==> src/rtl/ltd_pkg.sv <==
// Shared types, codes and reset constants for the length/XOR/tail frame receiver.
package ltd_pkg;

  // Default tail length in bytes
  localparam int TAIL_BYTES_DEF = 3;

  // Configuration register indexes
  localparam logic [1:0] CFG_BYTE_TIME  = 2'd0;
  localparam logic [1:0] CFG_MAX_LENGTH = 2'd1;
  localparam logic [1:0] CFG_TAIL_WORD  = 2'd2;

  // Configuration reset values
  localparam logic [7:0]  BYTE_TIME_RST  = 8'd1;
  localparam logic [15:0] MAX_LENGTH_RST = 16'd256;
  localparam logic [23:0] TAIL_WORD_RST  = 24'h454E44;

  // Input commands
  localparam logic CMD_BYTE = 1'b0;
  localparam logic CMD_TICK = 1'b1;

  typedef enum logic [1:0] {
    ST_BYTE   = 2'd0,
    ST_GOOD   = 2'd1,
    ST_ERROR  = 2'd2,
    ST_REJECT = 2'd3
  } status_t;

  typedef enum logic [1:0] {
    PH_IDLE    = 2'd0,
    PH_HEADER  = 2'd1,
    PH_PAYLOAD = 2'd2,
    PH_TAIL    = 2'd3
  } phase_t;

  typedef struct packed {
    logic [7:0]  byte_time_ms;
    logic [15:0] max_length;
    logic [23:0] tail_word;
  } cfg_t;

  typedef struct packed {
    logic       command;
    logic [7:0] data_byte;
  } item_t;

  typedef struct packed {
    status_t     status;
    logic [7:0]  payload_byte;
    logic [15:0] byte_index;
    logic [15:0] message_length;
  } result_t;

  // Handshake between the core and the result register
  typedef struct packed {
    logic    push;
    result_t res;
  } res_push_t;

endpackage

==> src/rtl/ltd_core.sv <==
// Frame state machine: header, payload with XOR check, tail compare and timeouts.
module ltd_core import ltd_pkg::*; #(
  parameter int TAIL_BYTES = TAIL_BYTES_DEF
) (
  input  logic      clk,
  input  logic      rst_n,
  input  cfg_t      cfg,
  input  logic      stg_valid,
  input  item_t     stg_item,
  input  logic      out_free,
  output logic      consume,
  output res_push_t res_out
);

  localparam int          TAIL_CMP  = (TAIL_BYTES >= 3) ? 3 : TAIL_BYTES;
  localparam logic [23:0] TAIL_MASK = 24'((64'(1) << (8 * TAIL_CMP)) - 64'(1));
  localparam logic [15:0] TAIL_CNT  = 16'(TAIL_BYTES);

  phase_t      phase_r,  phase_nxt;
  logic [7:0]  len_hi_r, len_hi_nxt;
  logic [15:0] flen_r,   flen_nxt;
  logic [15:0] rcnt_r,   rcnt_nxt;
  logic [15:0] par_r,    par_nxt;
  logic [23:0] tail_r,   tail_nxt;
  logic [23:0] elap_r,   elap_nxt;
  logic [23:0] win_r,    win_nxt;

  logic        res_valid;
  result_t     res;
  logic [15:0] hdr_len;
  logic [15:0] par_upd;
  logic [15:0] rcnt_inc;
  logic [23:0] elap_inc;
  logic [23:0] tail_upd;
  logic [15:0] win_count;
  logic [23:0] win_prod;

  // Shared terms of the update
  assign hdr_len  = {len_hi_r, stg_item.data_byte};
  assign par_upd  = par_r ^ (rcnt_r[0] ? {8'd0, stg_item.data_byte}
                                       : {stg_item.data_byte, 8'd0});
  assign rcnt_inc = rcnt_r + 16'd1;
  assign elap_inc = elap_r + 24'd1;
  assign tail_upd = {tail_r[15:0], stg_item.data_byte};

  // Byte count of the window that starts with this byte
  always_comb begin
    case (phase_r)
      PH_IDLE:    win_count = 16'd2;
      PH_HEADER:  win_count = hdr_len;
      default:    win_count = TAIL_CNT;
    endcase
  end

  assign win_prod = {16'd0, cfg.byte_time_ms} * {8'd0, win_count};

  // Next state and result
  always_comb begin
    phase_nxt  = phase_r;
    len_hi_nxt = len_hi_r;
    flen_nxt   = flen_r;
    rcnt_nxt   = rcnt_r;
    par_nxt    = par_r;
    tail_nxt   = tail_r;
    elap_nxt   = elap_r;
    win_nxt    = win_r;
    res_valid  = 1'b0;
    res        = '{status: ST_BYTE, payload_byte: 8'd0, byte_index: 16'd0,
                   message_length: 16'd0};

    if (stg_item.command == CMD_TICK) begin
      // Advance the timeout window, end the frame when it runs out
      if (phase_r != PH_IDLE) begin
        elap_nxt = elap_inc;
        if (elap_inc >= win_r) begin
          phase_nxt  = PH_IDLE;
          res_valid  = 1'b1;
          res.status = (phase_r == PH_HEADER) ? ST_REJECT : ST_ERROR;
        end
      end
    end else begin
      case (phase_r)
        PH_IDLE: begin
          len_hi_nxt = stg_item.data_byte;
          phase_nxt  = PH_HEADER;
          elap_nxt   = 24'd0;
          win_nxt    = win_prod;
        end
        PH_HEADER: begin
          flen_nxt = hdr_len;
          if (hdr_len == 16'd0 || hdr_len >= cfg.max_length) begin
            phase_nxt  = PH_IDLE;
            res_valid  = 1'b1;
            res.status = ST_REJECT;
          end else begin
            rcnt_nxt  = 16'd0;
            par_nxt   = 16'd0;
            phase_nxt = PH_PAYLOAD;
            elap_nxt  = 24'd0;
            win_nxt   = win_prod;
          end
        end
        PH_PAYLOAD: begin
          par_nxt          = par_upd;
          rcnt_nxt         = rcnt_inc;
          res_valid        = 1'b1;
          res.payload_byte = stg_item.data_byte;
          res.byte_index   = rcnt_r;
          if (rcnt_inc >= flen_r) begin
            if (par_upd != 16'd0) begin
              // Parity failure replaces the last byte's report
              phase_nxt        = PH_IDLE;
              res.status       = ST_ERROR;
              res.payload_byte = 8'd0;
              res.byte_index   = 16'd0;
            end else begin
              rcnt_nxt  = 16'd0;
              tail_nxt  = 24'd0;
              phase_nxt = PH_TAIL;
              elap_nxt  = 24'd0;
              win_nxt   = win_prod;
            end
          end
        end
        default: begin
          tail_nxt = tail_upd;
          rcnt_nxt = rcnt_inc;
          if (rcnt_inc >= TAIL_CNT) begin
            phase_nxt = PH_IDLE;
            res_valid = 1'b1;
            if ((tail_upd & TAIL_MASK) != (cfg.tail_word & TAIL_MASK)) begin
              res.status = ST_ERROR;
            end else begin
              res.status         = ST_GOOD;
              res.message_length = (flen_r >= 16'd2) ? flen_r - 16'd2 : 16'd0;
            end
          end
        end
      endcase
    end
  end

  // Consume when there is room for any result this transaction makes
  assign consume        = stg_valid && (out_free || !res_valid);
  assign res_out.push   = consume && res_valid;
  assign res_out.res    = res;

  always_ff @(posedge clk) begin
    if (!rst_n) begin
      phase_r  <= PH_IDLE;
      len_hi_r <= 8'd0;
      flen_r   <= 16'd0;
      rcnt_r   <= 16'd0;
      par_r    <= 16'd0;
      tail_r   <= 24'd0;
      elap_r   <= 24'd0;
      win_r    <= 24'd0;
    end else if (consume) begin
      phase_r  <= phase_nxt;
      len_hi_r <= len_hi_nxt;
      flen_r   <= flen_nxt;
      rcnt_r   <= rcnt_nxt;
      par_r    <= par_nxt;
      tail_r   <= tail_nxt;
      elap_r   <= elap_nxt;
      win_r    <= win_nxt;
    end
  end

endmodule

==> config.mk <==
export PLATFORM = sky130hd
export DESIGN_NAME = ltd_core
export DESIGN_NICKNAME = d
export VERILOG_FILES = /design/src/rtl/ltd_pkg.sv /design/src/rtl/ltd_core.sv
export SDC_FILE = /design/constraint.sdc
export NUM_CORES = 1
export LEC_CHECK = 0
export ABC_AREA = 0
export ABC_CLOCK_PERIOD_IN_PS = 14700
export BUFFER_PORTS_ARGS = -buffer_cell sky130_fd_sc_hd__buf_2
export CORE_MARGIN = 5
export CORE_UTILIZATION = 50
export DETAILED_ROUTE_END_ITERATION = 7
export GPL_TIMING_DRIVEN = 0
export HOLD_SLACK_MARGIN = 0.1
export PLACE_DENSITY_LB_ADDON = 0.3
export SYNTH_ARGS = -nofsm -noshare
export SYNTH_HDL_FRONTEND = slang
export SYNTH_SLANG_ARGS = --single-unit
export TNS_END_PERCENT = 1
==> constraint.sdc <==
create_clock -name clk -period 14.7 [get_ports clk]
set_input_delay 2.205 -clock clk [delete_from_list [all_inputs] [get_ports clk]]
set_output_delay 2.205 -clock clk [all_outputs]
set_load 0.005 [all_outputs]
==> impl_metrics.yaml <==
layout:
  nFillCells: 2404
  layout_commonest_cell: "inv_1"
  drive_gt1_share_pct: 9.31
  fin_cells: 2096
  layout_common_cells: "inv_1 (186), nand2_1 (163), dfxtp_1 (122), buf_2 (113), ha_1 (108)"
  diodes: 0
  fin_nets: 2001
  multi_input_area_mm2: 0.00946
  seq_area_mm2: 0.00244
  syn_to_final_growth_pct: 11.9
  final_cell_area_mm2: 0.0146
routing:
  vias: 12200
  avgViaCountPerCell: 5.83
  routedWlPerCell_um: 18.1
  routed_wirelength_um: 38000
  drt-initial-drc-count: 1154
  drc: 0
  ant_nets: 0
  first_pass_iters: 5
global_route:
  grt_pass1_wl_um: 61800
  grt_max_degree: 17
  antenna_found_initial: 3
  grt_overflow: 0
  grt_pass1_vias: 11800
  grt.total_usage_pct: 26.0
placed_design:
  placed_cells: 2064
  place_area_mm2: 0.0140
  dp_hpwl_um: 29600
  gp_congestion: 0.954
  io_buffers: 103
worst_setup_path:
  worst-path-max-fanout: 10
  cpMaxStageDelayCell: "mux2i_1"
  ff2ff_setup_slack_ns: 7.82
  worstSetupPathType: "in -> reg"
  crit_family: "adder cells"
  end_kind: "flop"
  crit_required_ns: 15.00
  regToRegEndpoint: "win_r[22]"
  reg2reg_depth: 21
  crit_buf_inv: 6
  crit_start: "stg_item[0]"
  crit_chain: "buf_2 -> clkbuf_1 -> inv_1 -> mux2i_1 -> nand2_1 -> fa_1 -> fa_1 -> inv_1 -> fa_1 -> inv_1 -> fa_1 -> inv_1 -> ha_1 -> o21a_1 -> o21a_1 -> nand3_1 -> a21oi_1 -> o41a_1 -> mux2i_1 -> nor4_1 -> o22ai_1"
  startpoint_type: "input port"
  r2r_start: "phase_r[1]"
  cpPeakStageDelay_ns: 0.76
  arrival_ns: 8.43
cts:
  cts_buffers: 17
  clock_latency_ns: 0.43
  cts_setup_buffers: 0
  postCtsHoldBufs: 0
  h-tree-depth: 4
  clk_pin_slew_ns: 0.06
  clock_sinks: 122
  cts_buffer_depth: 2
  post_cts_resized: 0
  cts_root_buf: "clkbuf_16"
  cts_tree: "built"
synthesis:
  yosysWarnings: 0
  seq_area_frac_synth_pct: 18.8
  ys_seq_elements: 122
  syn-num-nets: 1879
  synth.distinct_cells: 74
  synth-edff-count: 0
  syn-cell-area_mm2: 0.0130
  syn_area_per_cell_um2: 8.01
  synthCells: 1626
  async_flop_share_pct: 0
  synth_ff_type: "dfxtp_1"
floorplan:
  placementRows: 59
  core_mm2: 0.0258
  dieArea_mm2: 0.0294
  ioPinCount: 105
  initial_core_util_pct: 50.4
  fp.dieH_um: 171
  die_x_um: 171
power:
  leakagePower_nw: 6.62
  powerDensity_mw_per_mm2: 67.1
  vdd_ir_drop_max_mv: 0.0683
sta:
  min_period_over_period_pct: 55.3
  report.final.slew_viol_count: 0
  skew_ns: 0.0155
  period_needed_ns: 8.13
  fmax_ghz: 0.123
  worst_pin_slew_ns: 0.977
  rsz0062_at_grt: "no"
  fin_tns_setup_ns: 0
  setup_viol: 0
  maxSlewHeadroom_pct: 33.9
  hold_viol_final: 0
worst_hold_path:
  hold-path-endpoint: "rcnt_r[15]"
  min_path_cells: 2
  holdCritPathClass: "reg -> reg"
  min_from: "rcnt_r[15]"
flow_run:
  maxCapViolations: 0
status:
  outcome: "complete, no violations"
worst max-delay path by stage:
stage	endpoint	slack, ns	depth (start not counted)
after floorplan	win_r[22]	7.64	20
after global placement	win_r[22]	6.09	21
after detailed placement	win_r[22]	6.17	21
after CTS	win_r[22]	6.60	21
after global routing	win_r[22]	6.29	21
final	win_r[22]	6.57	21
state kept, by name, indices dropped and copies added (netlist names):
register,count
phase_r,2
par_r,16
len_hi_r,8
elap_r,24
rcnt_r,16
win_r,24
flen_r,16
tail_r,16
cell usage after synthesis (23+ instances only):
| master | count | area, um^2 |
|---|---|---|
| inv_1 | 186 | 698 |
| nand2_1 | 163 | 612 |
| dfxtp_1 | 122 | 2440 |
| ha_1 | 108 | 1350 |
| and3_1 | 86 | 538 |
| fa_1 | 84 | 1680 |
| clkbuf_1 | 83 | 312 |
| nor2_1 | 66 | 248 |
| nand3_1 | 65 | 325 |
| xnor2_1 | 61 | 534 |
| o21ai_0 | 54 | 270 |
| a21oi_1 | 50 | 250 |
| mux2i_1 | 46 | 460 |
| and2_1 | 45 | 282 |
| a21boi_0 | 41 | 308 |
| nand4_1 | 39 | 244 |
| nand3b_1 | 31 | 233 |
| xor2_1 | 30 | 263 |
| nor2b_1 | 27 | 169 |
| nor3_1 | 23 | 115 |
area by class of cell:
| cell class | instances | share of cell area (%) |
|---|---|---|
| Clock buffer | 18 | 3.02 |
| Inverter | 187 | 4.82 |
| Timing Repair Buffer | 103 | 3.54 |
| Sequential cell | 122 | 16.8 |
| Multi-Input combinational cell | 1216 | 65.0 |
| Buffer | 101 | 2.82 |
| Clock inverter | 14 | 1.19 |
| Tap cell | 335 | 2.88 |
logic make-up after synthesis:
kind of cell | Yosys count | share of synthesized area (%)
AOI/OAI and AO/OA | 272 | 14.4
adders and majority gates | 192 | 23.3
muxes | 46 | 3.54
DFF | 122 | 18.8
buffers and inverters | 288 | 8.55
xor gates and xnor gates | 91 | 6.12
and+or+nand+nor | 615 | 25.3
per-stage QoR:
stage                     power, mW  setup WS, ns  hold WS [ns]  utilization [%]
after floorplan               0.474          7.64         0.434                -
after global placement        0.532          6.09         0.452             54.0
after detailed placement      0.534          6.17         0.458             54.0
after CTS                     0.979          6.60         0.469             56.4
after global routing           1.02          6.29         0.491             56.4
final                         0.977          6.57         0.468             56.4
power by group:
group	internal (mW)	total, mW	leakage, nW	switching [mW]
Clock	0.262	0.446	0.300	0.184
Combinational	0.0701	0.191	5.33	0.121
Sequential	0.336	0.341	0.985	0.00501
Total	0.668	0.977	6.62	0.309
tightest hold or removal path, stage by stage (launching register included):
cell      delay (ns)
dfxtp_1         0.32
nand2_1         0.05
a21boi_1        0.05
metal layers:
layer | vias to the layer above | routed length, um | GRT usage, %
li1 | 5822 | - | -
met1 | 5725 | 16600 | 35.5
met2 | 593 | 16600 | 40.4
met3 | 83 | 3840 | 7.15
met4 | 6 | 892 | 7.68
met5 | - | 41 | 0
Power figures use the tool's default switching activity.
