## src/rtl/ltd_pkg.sv

```systemverilog
// Shared types, codes and reset constants for the length/XOR/tail frame receiver.
package ltd_pkg;

  // Default tail length in bytes
  localparam int TAIL_BYTES_DEF = 3;

  // Configuration register indexes
  localparam logic [1:0] CFG_BYTE_TIME  = 2'd0;
  localparam logic [1:0] CFG_MAX_LENGTH = 2'd1;
  localparam logic [1:0] CFG_TAIL_WORD  = 2'd2;

  // Configuration reset values
  localparam logic [7:0]  BYTE_TIME_RST  = 8'd1;
  localparam logic [15:0] MAX_LENGTH_RST = 16'd256;
  localparam logic [23:0] TAIL_WORD_RST  = 24'h454E44;

  // Input commands
  localparam logic CMD_BYTE = 1'b0;
  localparam logic CMD_TICK = 1'b1;

  typedef enum logic [1:0] {
    ST_BYTE   = 2'd0,
    ST_GOOD   = 2'd1,
    ST_ERROR  = 2'd2,
    ST_REJECT = 2'd3
  } status_t;

  typedef enum logic [1:0] {
    PH_IDLE    = 2'd0,
    PH_HEADER  = 2'd1,
    PH_PAYLOAD = 2'd2,
    PH_TAIL    = 2'd3
  } phase_t;

  typedef struct packed {
    logic [7:0]  byte_time_ms;
    logic [15:0] max_length;
    logic [23:0] tail_word;
  } cfg_t;

  typedef struct packed {
    logic       command;
    logic [7:0] data_byte;
  } item_t;

  typedef struct packed {
    status_t     status;
    logic [7:0]  payload_byte;
    logic [15:0] byte_index;
    logic [15:0] message_length;
  } result_t;

  // Handshake between the core and the result register
  typedef struct packed {
    logic    push;
    result_t res;
  } res_push_t;

endpackage

```

## src/rtl/ltd_if.sv

```systemverilog
// Valid/ready channel interfaces for received items and results.
interface ltd_in_if;
  logic       valid;
  logic       ready;
  logic       command;
  logic [7:0] data_byte;

  modport source (output valid, output command, output data_byte, input ready);
  modport sink   (input valid, input command, input data_byte, output ready);
endinterface


```

## src/rtl/ltd_in_stage.sv

```systemverilog
// Input register: holds one accepted transaction until the core consumes it.
module ltd_in_stage import ltd_pkg::*; (
  input  logic clk,
  input  logic rst_n,
  ltd_in_if.sink in_chan,
  input  logic consume,
  output logic stg_valid,
  output item_t stg_item
);

  logic  valid_r;
  logic  valid_nxt;
  item_t item_r;
  logic  take;

  // Accept when empty or when the held transaction leaves this cycle
  assign in_chan.ready = !valid_r || consume;
  assign take          = in_chan.valid && in_chan.ready;

  always_comb begin
    valid_nxt = valid_r;
    if (take) begin
      valid_nxt = 1'b1;
    end else if (consume) begin
      valid_nxt = 1'b0;
    end
  end

  always_ff @(posedge clk) begin
    if (!rst_n) begin
      valid_r <= 1'b0;
    end else begin
      valid_r <= valid_nxt;
    end
  end

  // Payload holds without reset
  always_ff @(posedge clk) begin
    if (take) begin
      item_r.command   <= in_chan.command;
      item_r.data_byte <= in_chan.data_byte;
    end
  end

  assign stg_valid = valid_r;
  assign stg_item  = item_r;

endmodule

```

## src/flat_wrapper.sv

```systemverilog
// flat-port wrapper written by rule: the top's interface ports become plain ports
module ltd_in_stage_flat import ltd_pkg::*;
  (clk, rst_n, consume, stg_valid, stg_item, in_chan_valid, in_chan_command, in_chan_data_byte, in_chan_ready);
  ltd_in_if in_chan_i ();
  input  logic clk;
  input  logic rst_n;
  input  logic consume;
  output logic stg_valid;
  output item_t stg_item;
  input wire logic [$bits(in_chan_i.valid)-1:0] in_chan_valid;
  input wire logic [$bits(in_chan_i.command)-1:0] in_chan_command;
  input wire logic [$bits(in_chan_i.data_byte)-1:0] in_chan_data_byte;
  output wire logic [$bits(in_chan_i.ready)-1:0] in_chan_ready;
  assign in_chan_i.valid = in_chan_valid;
  assign in_chan_i.command = in_chan_command;
  assign in_chan_i.data_byte = in_chan_data_byte;
  assign in_chan_ready = in_chan_i.ready;
  ltd_in_stage u_core (.clk(clk), .rst_n(rst_n), .in_chan(in_chan_i), .consume(consume), .stg_valid(stg_valid), .stg_item(stg_item));
endmodule
```

## config.mk

```make
export PLATFORM = sky130hd
export DESIGN_NAME = ltd_in_stage_flat
export DESIGN_NICKNAME = d
export VERILOG_FILES = /design/src/rtl/ltd_pkg.sv /design/src/rtl/ltd_if.sv /design/src/rtl/ltd_in_stage.sv /design/src/flat_wrapper.sv
export SDC_FILE = /design/constraint.sdc
export NUM_CORES = 1
export LEC_CHECK = 0
export BUFFER_PORTS_ARGS = -buffer_cell sky130_fd_sc_hd__buf_2
export CORE_AREA = 10 10 47 49
export DETAILED_ROUTE_END_ITERATION = 10
export DIE_AREA = 0 0 57 59
export MAX_ROUTING_LAYER = met4
export SYNTH_ARGS = -nofsm -noshare
export SYNTH_HDL_FRONTEND = slang
export SYNTH_SLANG_ARGS = --single-unit
export TNS_END_PERCENT = 30
```

## constraint.sdc

```tcl
create_clock -name clk -period 1.4 [get_ports clk]
set_clock_uncertainty 0.2 [all_clocks]
set_input_delay 0.28 -clock clk [delete_from_list [all_inputs] [get_ports clk]]
set_output_delay 0.28 -clock clk [all_outputs]
set_load 0.05 [all_outputs]
```

==> results of run 1 <==
layer usage:
layer | global-route usage | part of all wire
met1 | 0.0560 | 0.39
met2 | 0.0806 | 0.51
met3 | 0.0279 | 0.10
met4 | 0.0403 | 0
met5 | - | 0
worst paths after layout:
| path | to | slack (ps) |
|---|---|---|
| max | stg_valid | 40 |
| min reg2reg | u_core.stg_valid$_SDFFE_PN0P_ | 290 |
| min | u_core.stg_valid$_SDFFE_PN0P_ | 60 |
| max reg2reg | u_core.stg_item[1]$_DFFE_PP_ | 280 |
cell usage after synthesis, drive strengths merged:
cell type,count,area share
edfxtp,9,0.82
and2,1,0.027
a21boi,1,0.034
inv,1,0.011
nand2b,1,0.042
dfxtp,1,0.061
kinds of logic after synthesis:
family / count (synthesis)
DFF: 10
and+or+nand+nor: 2
AOI/OAI and AO/OA: 1
buffers and inverters: 1
what timing repair did:
item / CTS / global route
hold buffers: 9 / 0
gates resized for setup: 1 / 0
setup buffers: 0 / 0
endpoints found under the hold margin: 9 / 0
endpoints found under the setup margin: 1 / 0
layout by cell type (no fill, tap or decap):
master | synthesis | final
a21boi_2 | 1 | 1
and2_4 | 1 | 1
buf_2 | 0 | 22
buf_4 | 0 | 1
clkbuf_4 | 0 | 3
clkbuf_8 | 0 | 1
dfxtp_2 | 0 | 1
dlygate4sd3_1 | 0 | 9
edfxtp_1 | 9 | 9
inv_1 | 1 | 1
nand2b_4 | 1 | 1
power by group through the flow:
stage	combinational [mW]	clock (mW)	sequential (mW)
CTS	0.136	0.261	0.351
detailed placement	0.115	0	0.357
floorplan	0.0180	0	0.419
global placement	0.114	0	0.357
finish	0.135	0.251	0.350
global route	0.142	0.276	0.353
state kept, by name (all words and copies together) (netlist names):
signal / cells
u_core.stg_item: 9
u_core.stg_valid: 1
area by class of cell:
cell class                 instances  area share
sequential                        10       0.492
timing repair buffer              32       0.350
clock buffer                       4      0.0612
multi-input combinational          3      0.0570
tap                               16      0.0338
inverter                           1     0.00633
per-stage QoR:
stage,util,area (um2),std cells,setup slack (ps)
2_1_floorplan,-,329,14,38.8
3_3_place_gp,0.331,464,53,191
3_5_place_dp,0.331,464,53,184
4_1_cts,0.423,593,66,29.5
5_1_grt,0.423,593,66,2.96
6_report,0.423,593,66,43.6
==> summary.md, run 1 <==
| Metric | Value |
|---|---|
| Overall global routing resource usage | 0.0552 |
| Rel. slew slack | 0.826 |
| Fillers | roughly 150 |
| Yosys Warn Count | 0 |
| Crit Path Class | flip-flop to primary output |
| Fin nets | 64 |
| Reg2reg start | u_core.stg_valid$_SDFFE_PN0P_ |
| Post-Synth Adder-Cell Area | 0 |
| Sw Ratio | 0.253 |
| Synthesized instance count | 14 |
| Switching pwr | ~190 uW |
| Clock buffer count from CTS | 3 |
| Root Driver | clkbuf_4 |
| Int Pwr | 551 uW |
| Hold_sp | rst_n |
| Mux cell area share after synthesis | 0 |
| Layout cells sized above 1 | 0.620 |
| Part of the power in registers | 0.475 |
| CP Data Required Time | just over 900 ps |
| Power Dens Cells | around 1200 nW/um2 |
| Grt total ovfl | 0 |
| Setup TNS | 0 ps |
| DRC | 0 |
| Vias in the first global route | a little over 300 |
| Final setup vio count | 0 |
| Min-Delay Path Class | primary input to flip-flop |
| Sequential area share after synthesis | 0.885 |
| Max stage delay on crit path | 350 ps |
| Die Wd | ~57 um |
| Register Area | approximately 290 um2 |
| Clock share of power | 0.341 |
| Worst skew pair latency | between 200 and 300 ps |
| CTS tree | yes |
| Max-cap viol count | 0 |
| Syn avg cell area | roughly 23 um2 |
| Via density per instance | roughly 3.7 |
| Multi-input logic area | between 30 and 40 um2 |
| Port Buf Inserts | 23 |
| Worst-path cell chain | buf_2 |
| Largest family of logic cells by synthesized area | simple AND/OR/NAND/NOR gates |
| Vias | roughly 250 |
| Initial Util | 0.234 |
| Status | complete, no violations |
| # clock sinks | 10 |
| Synth Area in Compound Gates | 0.0344 |
| Cell variety after synth | 6 |
| Data arrival, critical path | just under 900 ps |
| Core footprint | between 1000 and 1500 um2 |
| Worst r2r path cells | 2 |
| Crit path depth | 1 |
| Worst setup path start | u_core.stg_valid$_SDFFE_PN0P_ |
| Largest net degree at the start of global routing | 10 |
| Total power | around 740 uW |
| ANT nets after route | 0 |
| First DRT Iteration DRCs | 2 |
| Max Fclk | 0.737 GHz |
| Least-Margin Pin Slew | around 260 ps |
| Crit path max fanout | 2 |
| WHS Path Cells | 2 |
| Die Span Y | approximately 59 um |
| Diode count | 0 |
| RSZ-0062 raised after global routing | no |
| Slowest CP cell | dfxtp_2 |
| Router iterations before antenna repair | 2 |
| Ports | 24 |
| DR WL/cell | 12.6 um |
| Maximum VDD drop | 0.000528 V |
| Post-synthesis simple-gate area fraction | 0.0687 |
| Mapped Nets | 27 |
| GP Congestion | about 0.60 |
| H-tree depth | 1 |
| Crit share post-route | 0.969 |
| First-pass GRT wire length | approximately 1400 um |
| Slew Limit Fails | 0 |
| Comb power frac | 0.184 |
| Crit path max-delay family | flip-flops |
| WHS | about 56 ps |
| Hold Fails Final Rpt | 0 |
| Crit end category | primary output |
| Initial antenna violation count | 0 |
| Startpoint types | flip-flop |
| Die area | around 3400 um2 |
| Clock buffer depth | 2 |
| Leakage power | between 0.2 and 0.3 nW |
| Worst-path clk slew | 60 ps |
| Rows | 14 |
| Layout area overhead | 80.9% |
| Register bit total from synthesis | 10 |
| Final wirelength | approximately 830 um |
| Post-Syn Area | between 300 and 400 um2 |
| Buf+Inv Stages, Crit Path | 1 |
| Post-Synth XOR/XNOR Area | 0 |
| Minimum clock period | 1360 ps |
Power figures use the tool's default switching activity.
==> run 2, diff against run 1 <==
--- a/config.mk
+++ b/config.mk
@@ -12,2 +12,3 @@
 export MAX_ROUTING_LAYER = met4
+export PLACE_DENSITY_LB_ADDON = 0.15
 export SYNTH_ARGS = -nofsm -noshare
--- a/constraint.sdc
+++ b/constraint.sdc
@@ -4,2 +4,2 @@
 set_output_delay 0.28 -clock clk [all_outputs]
-set_load 0.05 [all_outputs]
+set_load 0.1 [all_outputs]
==> run 2 against run 1 <==
Against the previous run: register-to-register slack worse by 40 ps; largest power group unchanged; clock-buffer cell count is the same; power increased by 11%; critical path depth unchanged; final area increased by 23%; routed wire length grew 0.96%; die area did not move; sequential power grew 3%; worst hold slack got worse by 46 ps; maximum frequency fell by 0.24%; clock power is 20% lower.
==> summary.md, run 2 (synthesis gave the netlist of run 1 again) <==
| Metric | Value |
|---|---|
| Status | complete, no violations |
| Largest register FFs | 9 (unchanged) |
| RSZ-0062 raised after global routing | no |
| Vias in the first global route | 304 (-1.6%) |
| Initial Util | 0.234 (unchanged) |
| Fin nets | 62 (-3.1%) |
| Diode count | 0 (unchanged) |
| Slew Limit Fails | 0 (unchanged) |
| Vias | 247 (+0.41%) |
| Power Dens Cells | 1120 nW/um2 (-10%) |
| Post-CTS setup buffer count | 0 (unchanged) |
| Port Buf Inserts | 23 (unchanged) |
| Buf+Inv Stages, Crit Path | 1 (unchanged) |
| Root Driver | clkbuf_4 |
| DR top layer | met3 |
| Crit path max fanout | 1 (-1) |
| Grt total ovfl | 0 (unchanged) |
| Clock buffer count from CTS | 3 (unchanged) |
| GP Congestion | 0.611 (+2.5%) |
| Hold Fails Final Rpt | 0 (unchanged) |
| Commonest cells after routing, fill and taps aside | 12 x buf_2, 11 x buf_12, 9 x edfxtp_1 |
| Ports | 24 (unchanged) |
| Rel. slew slack | 0.916 (+0.0905) |
| Slowest CP cell | edfxtp_1 |
| Max stage delay on crit path | 420 ps (+70 ps) |
| Met1 WL | 296 um (-8.1%) |
| Max-cap viol count | 0 (unchanged) |
| Maximum VDD drop | 0.000618 V (+17%) |
| Clock buffer depth | 2 (unchanged) |
| Final setup vio count | 0 (unchanged) |
| Core footprint | 1400 um2 (unchanged) |
| Commonest non-fill, non-tap cell in the layout | buf_2 |
| Worst skew pair latency | 250 ps (about the same) |
| DR WL/cell | 13.1 um (+4.1%) |
| CTS tree | yes |
| Metal3 WL | 101 um (+17%) |
| Crit path max-delay family | flip-flops |
| Via density per instance | 3.86 (+3.5%) |
| First DRT Iteration DRCs | 0 (-2) |
| Data arrival, critical path | 880 ps (about the same) |
| Min-Delay Path Class | primary input to flip-flop |
| Layout area overhead | 122% |
| Die area | 3360 um2 (unchanged) |
| Crit share post-route | 0.971 (+0.00233) |
| First-pass GRT wire length | 1370 um (+0.51%) |
| Largest net degree at the start of global routing | 10 (unchanged) |
| Initial antenna violation count | 0 (unchanged) |
| Worst-path cell chain | buf_12 |
| Crit Path Class | flip-flop to primary output |
| Max Fclk | 0.735 GHz (-0.24%) |
| Crit end category | primary output |
| ANT nets after route | 0 (unchanged) |
| Die Wd | 57 um (unchanged) |
| Rows | 14 (unchanged) |
| Minimum clock period | 1360 ps (+3.26 ps) |
| Worst-path clk slew | 70 ps (about the same) |
| DR WL met2 | 439 um (+4.3%) |
| Layout Utilization | 0.520 (+0.0964) |
| Startpoint types | flip-flop |
| Least-Margin Pin Slew | 126 ps (-138 ps) |
| H-tree depth | 1 (unchanged) |
| # clock sinks | 10 (unchanged) |
| WHS | 9.37 ps (-46.2 ps) |
| DRC | 0 (unchanged) |
| CP Data Required Time | 920 ps (about the same) |
| Overall global routing resource usage | 0.0565 (+0.00132) |
| Layout cells sized above 1 | 0.625 (+0.00500) |
| Router iterations before antenna repair | 1 (-1) |
| Final wirelength | 838 um (+0.96%) |
| Die Span Y | 59 um (unchanged) |
| Leakage power | 0.312 nW (+17%) |
-- run 2: cell count changes in the layout (fill, tap and decap cells not counted) --
cell	change
clkbuf_8	-1
buf_12	+11
clkbuf_1	+1
buf_4	-1
dfxtp_4	+1
buf_2	-10
dlygate4sd3_1	-2
dfxtp_2	-1
-- run 2: through the flow --
step	cells	power [mW]	instance area [um2]	setup TNS [ps]	setup slack, ps
global route	64	0.854	728	0	3.89
detailed placement	53	0.608	632	0	181
floorplan	14	0.504	332	-995	-111
CTS	64	0.829	728	0	23.3
finish	64	0.815	728	0	40.3
global placement	53	0.606	632	0	195
-- run 2: worst paths after layout --
check,to,from,slack (ps),depth (start not counted)
setup / recovery,stg_item[6],u_core.stg_item[6]$_DFFE_PP_,40,1
hold / removal,u_core.stg_item[4]$_DFFE_PP_,in_chan_data_byte[4],9,1
setup reg to reg,u_core.stg_item[8]$_DFFE_PP_,u_core.stg_valid$_SDFFE_PN0P_,240,2
hold reg to reg,u_core.stg_valid$_SDFFE_PN0P_,u_core.stg_valid$_SDFFE_PN0P_,340,2
-- run 2: worst reg2reg max path: stages, from the launching register on --
cell and delay, ps:
dfxtp_4 360, nand2b_4 90, and2_4 210
-- run 2: final cells by class --
type | instances | area (um2)
Fill cell | 123 | 673
Timing Repair Buffer | 30 | 350
Sequential cell | 10 | 294
Multi-Input combinational cell | 3 | 33.8
Clock buffer | 4 | 26.3
Tap cell | 16 | 20.0
Inverter | 1 | 3.75
-- run 2: what timing repair did --
| action | in CTS | in global routing |
|---|---|---|
| hold buffers | 7 | 0 |
| resized for setup | 0 | 0 |
| hold endpoints to repair | 7 | 0 |
-- run 2: per-layer routing --
metal	GRT usage	up-vias
li1	-	120
met1	0.0547	109
met3	0.0343	0
met4	0.0403	0
met2	0.0822	18
met5	-	-
-- run 2: where the power goes --
| group | internal [mW] | switching [mW] | total (mW) |
|---|---|---|---|
| logic | 0.0976 | 0.155 | 0.253 |
| registers | 0.346 | 0.0146 | 0.361 |
| clock network | 0.110 | 0.0917 | 0.201 |
==> run 3, diff against run 2 <==
- BUFFER_PORTS_ARGS: -buffer_cell sky130_fd_sc_hd__buf_2 -> -buffer_cell sky130_fd_sc_hd__buf_4
- CTS_CLUSTER_SIZE: unset -> 40
- clock period: 1.4 -> 1.6 ns (I/O delays scaled with it)
==> run 3 against run 2 <==
Against the previous run: sequential power fell by 15%; first-iteration DRC count rose by 3; final area fell by 24%; utilization fell by 13 points; critical path depth rose by 1.
==> summary.md, run 3 (synthesis gave the netlist of run 1 again) <==
| Metric | Value |
|---|---|
| Status | complete, no violations |
| Worst Setup Slack, final | 108 ps (+67.3 ps) |
| Max-cap viol count | 0 (unchanged) |
| Register Area | 294 um2 (unchanged) |
| Post-cts hold buffer count | 0 (-7) |
| Via density per instance | 3.91 (+1.4%) |
| Ports | 24 (unchanged) |
| H-tree depth | 1 (unchanged) |
| Largest net degree at the start of global routing | 10 (unchanged) |
| Layout area overhead | 67.9% |
| Worst-path clk slew | 60 ps (about the same) |
| Data arrival, critical path | 970 ps (+90 ps) |
| Crit Path Class | flip-flop to primary output |
| Layout cells sized above 1 | 0.732 (+0.107) |
| Root Driver | clkbuf_4 |
| RSZ-0062 raised after global routing | no |
| Max Fclk | roughly 0.67 GHz |
| Reg-to-reg setup timing slack | 460 ps (+220 ps) |
| Clock buffer count from CTS | 3 (unchanged) |
| WHS | 35.1 ps (+25.7 ps) |
| Crit end category | primary output |
| Setup TNS | 0 ps (unchanged) |
| GP Congestion | 0.580 (-5.2%) |
| Vias | 223 (-9.7%) |
| Diode count | 0 (unchanged) |
| Rel. slew slack | 0.814 (-0.102) |
| Final setup vio count | 0 (unchanged) |
| Crit share post-route | 0.933 |
| Worst skew pair latency | 260 ps (about the same) |
| Initial Util | 0.234 (unchanged) |
| Multi-input logic area | 33.8 um2 (unchanged) |
| Maximum VDD drop | 0.000488 V (-21%) |
| First-pass GRT wire length | 1300 um (-5.5%) |
| Pre-CTS WS | 271 ps (+89.9 ps) |
| Vias in the first global route | 266 (-13%) |
| Largest register FFs | 9 (unchanged) |
| Final wirelength | 793 um (-5.4%) |
| DR WL/cell | 13.9 um (+6.3%) |
| Total power | 652 uW (-20%) |
| Rows | 14 (unchanged) |
| Power Dens Cells | 1180 nW/um2 (+5.7%) |
| CP Data Required Time | 1080 ps (+160 ps) |
| # clock sinks | 10 (unchanged) |
| Slew Limit Fails | 0 (unchanged) |
| Least-Margin Pin Slew | 282 ps (+156 ps) |
| Layout Utilization | 0.393 (-0.127) |
| Overall global routing resource usage | 0.0550 (-0.00152) |
| Startpoint types | flip-flop |
| Fin nets | 55 (-11%) |
| Minimum clock period | 1490 ps |
| Leakage power | 0.242 nW (-22%) |
| Commonest cells after routing, fill and taps aside | 23 x buf_4, 9 x edfxtp_1, 3 x clkbuf_4 |
| Port Buf Inserts | 23 (unchanged) |
| Commonest non-fill, non-tap cell in the layout | buf_4 |
| Fillers | 147 (+20%) |
| Crit path max fanout | 3 (+2) |
| Initial antenna violation count | 0 (unchanged) |
| First DRT Iteration DRCs | 3 (+3) |
| ANT nets after route | 0 (unchanged) |
| Post-CTS Resized | 0 (unchanged) |
| Die Wd | 57 um (unchanged) |
| Min-Delay Path Class | primary input to flip-flop |
| Grt total ovfl | 0 (unchanged) |
| Die area | 3360 um2 (unchanged) |
| Clock buffer depth | 2 (unchanged) |
| Hold Fails Final Rpt | 0 (unchanged) |
| DRC | 0 (unchanged) |
| Die Span Y | 59 um (unchanged) |
| Core footprint | 1400 um2 (unchanged) |
| Post-CTS setup buffer count | 0 (unchanged) |
| CTS tree | yes |
| Router iterations before antenna repair | 2 (+1) |
==> run 3: area by class of cell <==
type | count | share of cell area
sequential | 10 | 0.534
timing repair buffer | 23 | 0.314
multi-input combinational | 3 | 0.0614
clock buffer | 3 | 0.0409
tap | 16 | 0.0364
clock inverter | 1 | 0.00682
inverter | 1 | 0.00682
==> run 3: worst paths after layout <==
check	to	start	depth (start not counted)
worst max register to register	u_core.stg_item[2]$_DFFE_PP_	u_core.stg_valid$_SDFFE_PN0P_	2
worst max-delay path	in_chan_ready	u_core.stg_valid$_SDFFE_PN0P_	2
worst min register to register	u_core.stg_valid$_SDFFE_PN0P_	u_core.stg_valid$_SDFFE_PN0P_	2
worst min-delay path	u_core.stg_item[0]$_DFFE_PP_	in_chan_data_byte[0]	1
==> run 3: where the power goes <==
group          total (mW)  internal (mW)  switching (mW)
Sequential          0.307          0.302         0.00510
Clock               0.168         0.0897          0.0784
Combinational       0.176         0.0433           0.133
Total               0.652          0.435           0.217
==> run 3: worst max-delay path, cell delays in order (launching register included) <==
cell,delay (ps)
dfxtp_4,350
nand2b_4,70
buf_4,290
==> run 3: through the flow <==
| stage | instances | cell area [um2] |
|---|---|---|
| floorplan | 14 | 332 |
| global placement | 53 | 524 |
| detailed placement | 53 | 524 |
| CTS | 57 | 551 |
| global route | 57 | 551 |
| finish | 57 | 551 |
==> run 3: layer usage <==
metal	wire, um	global-route usage	up-vias
li1	-	-	106
met1	284	0.0444	101
met2	422	0.0930	16
met3	86	0.0429	0
met4	0	0.0201	0
met5	0	-	-
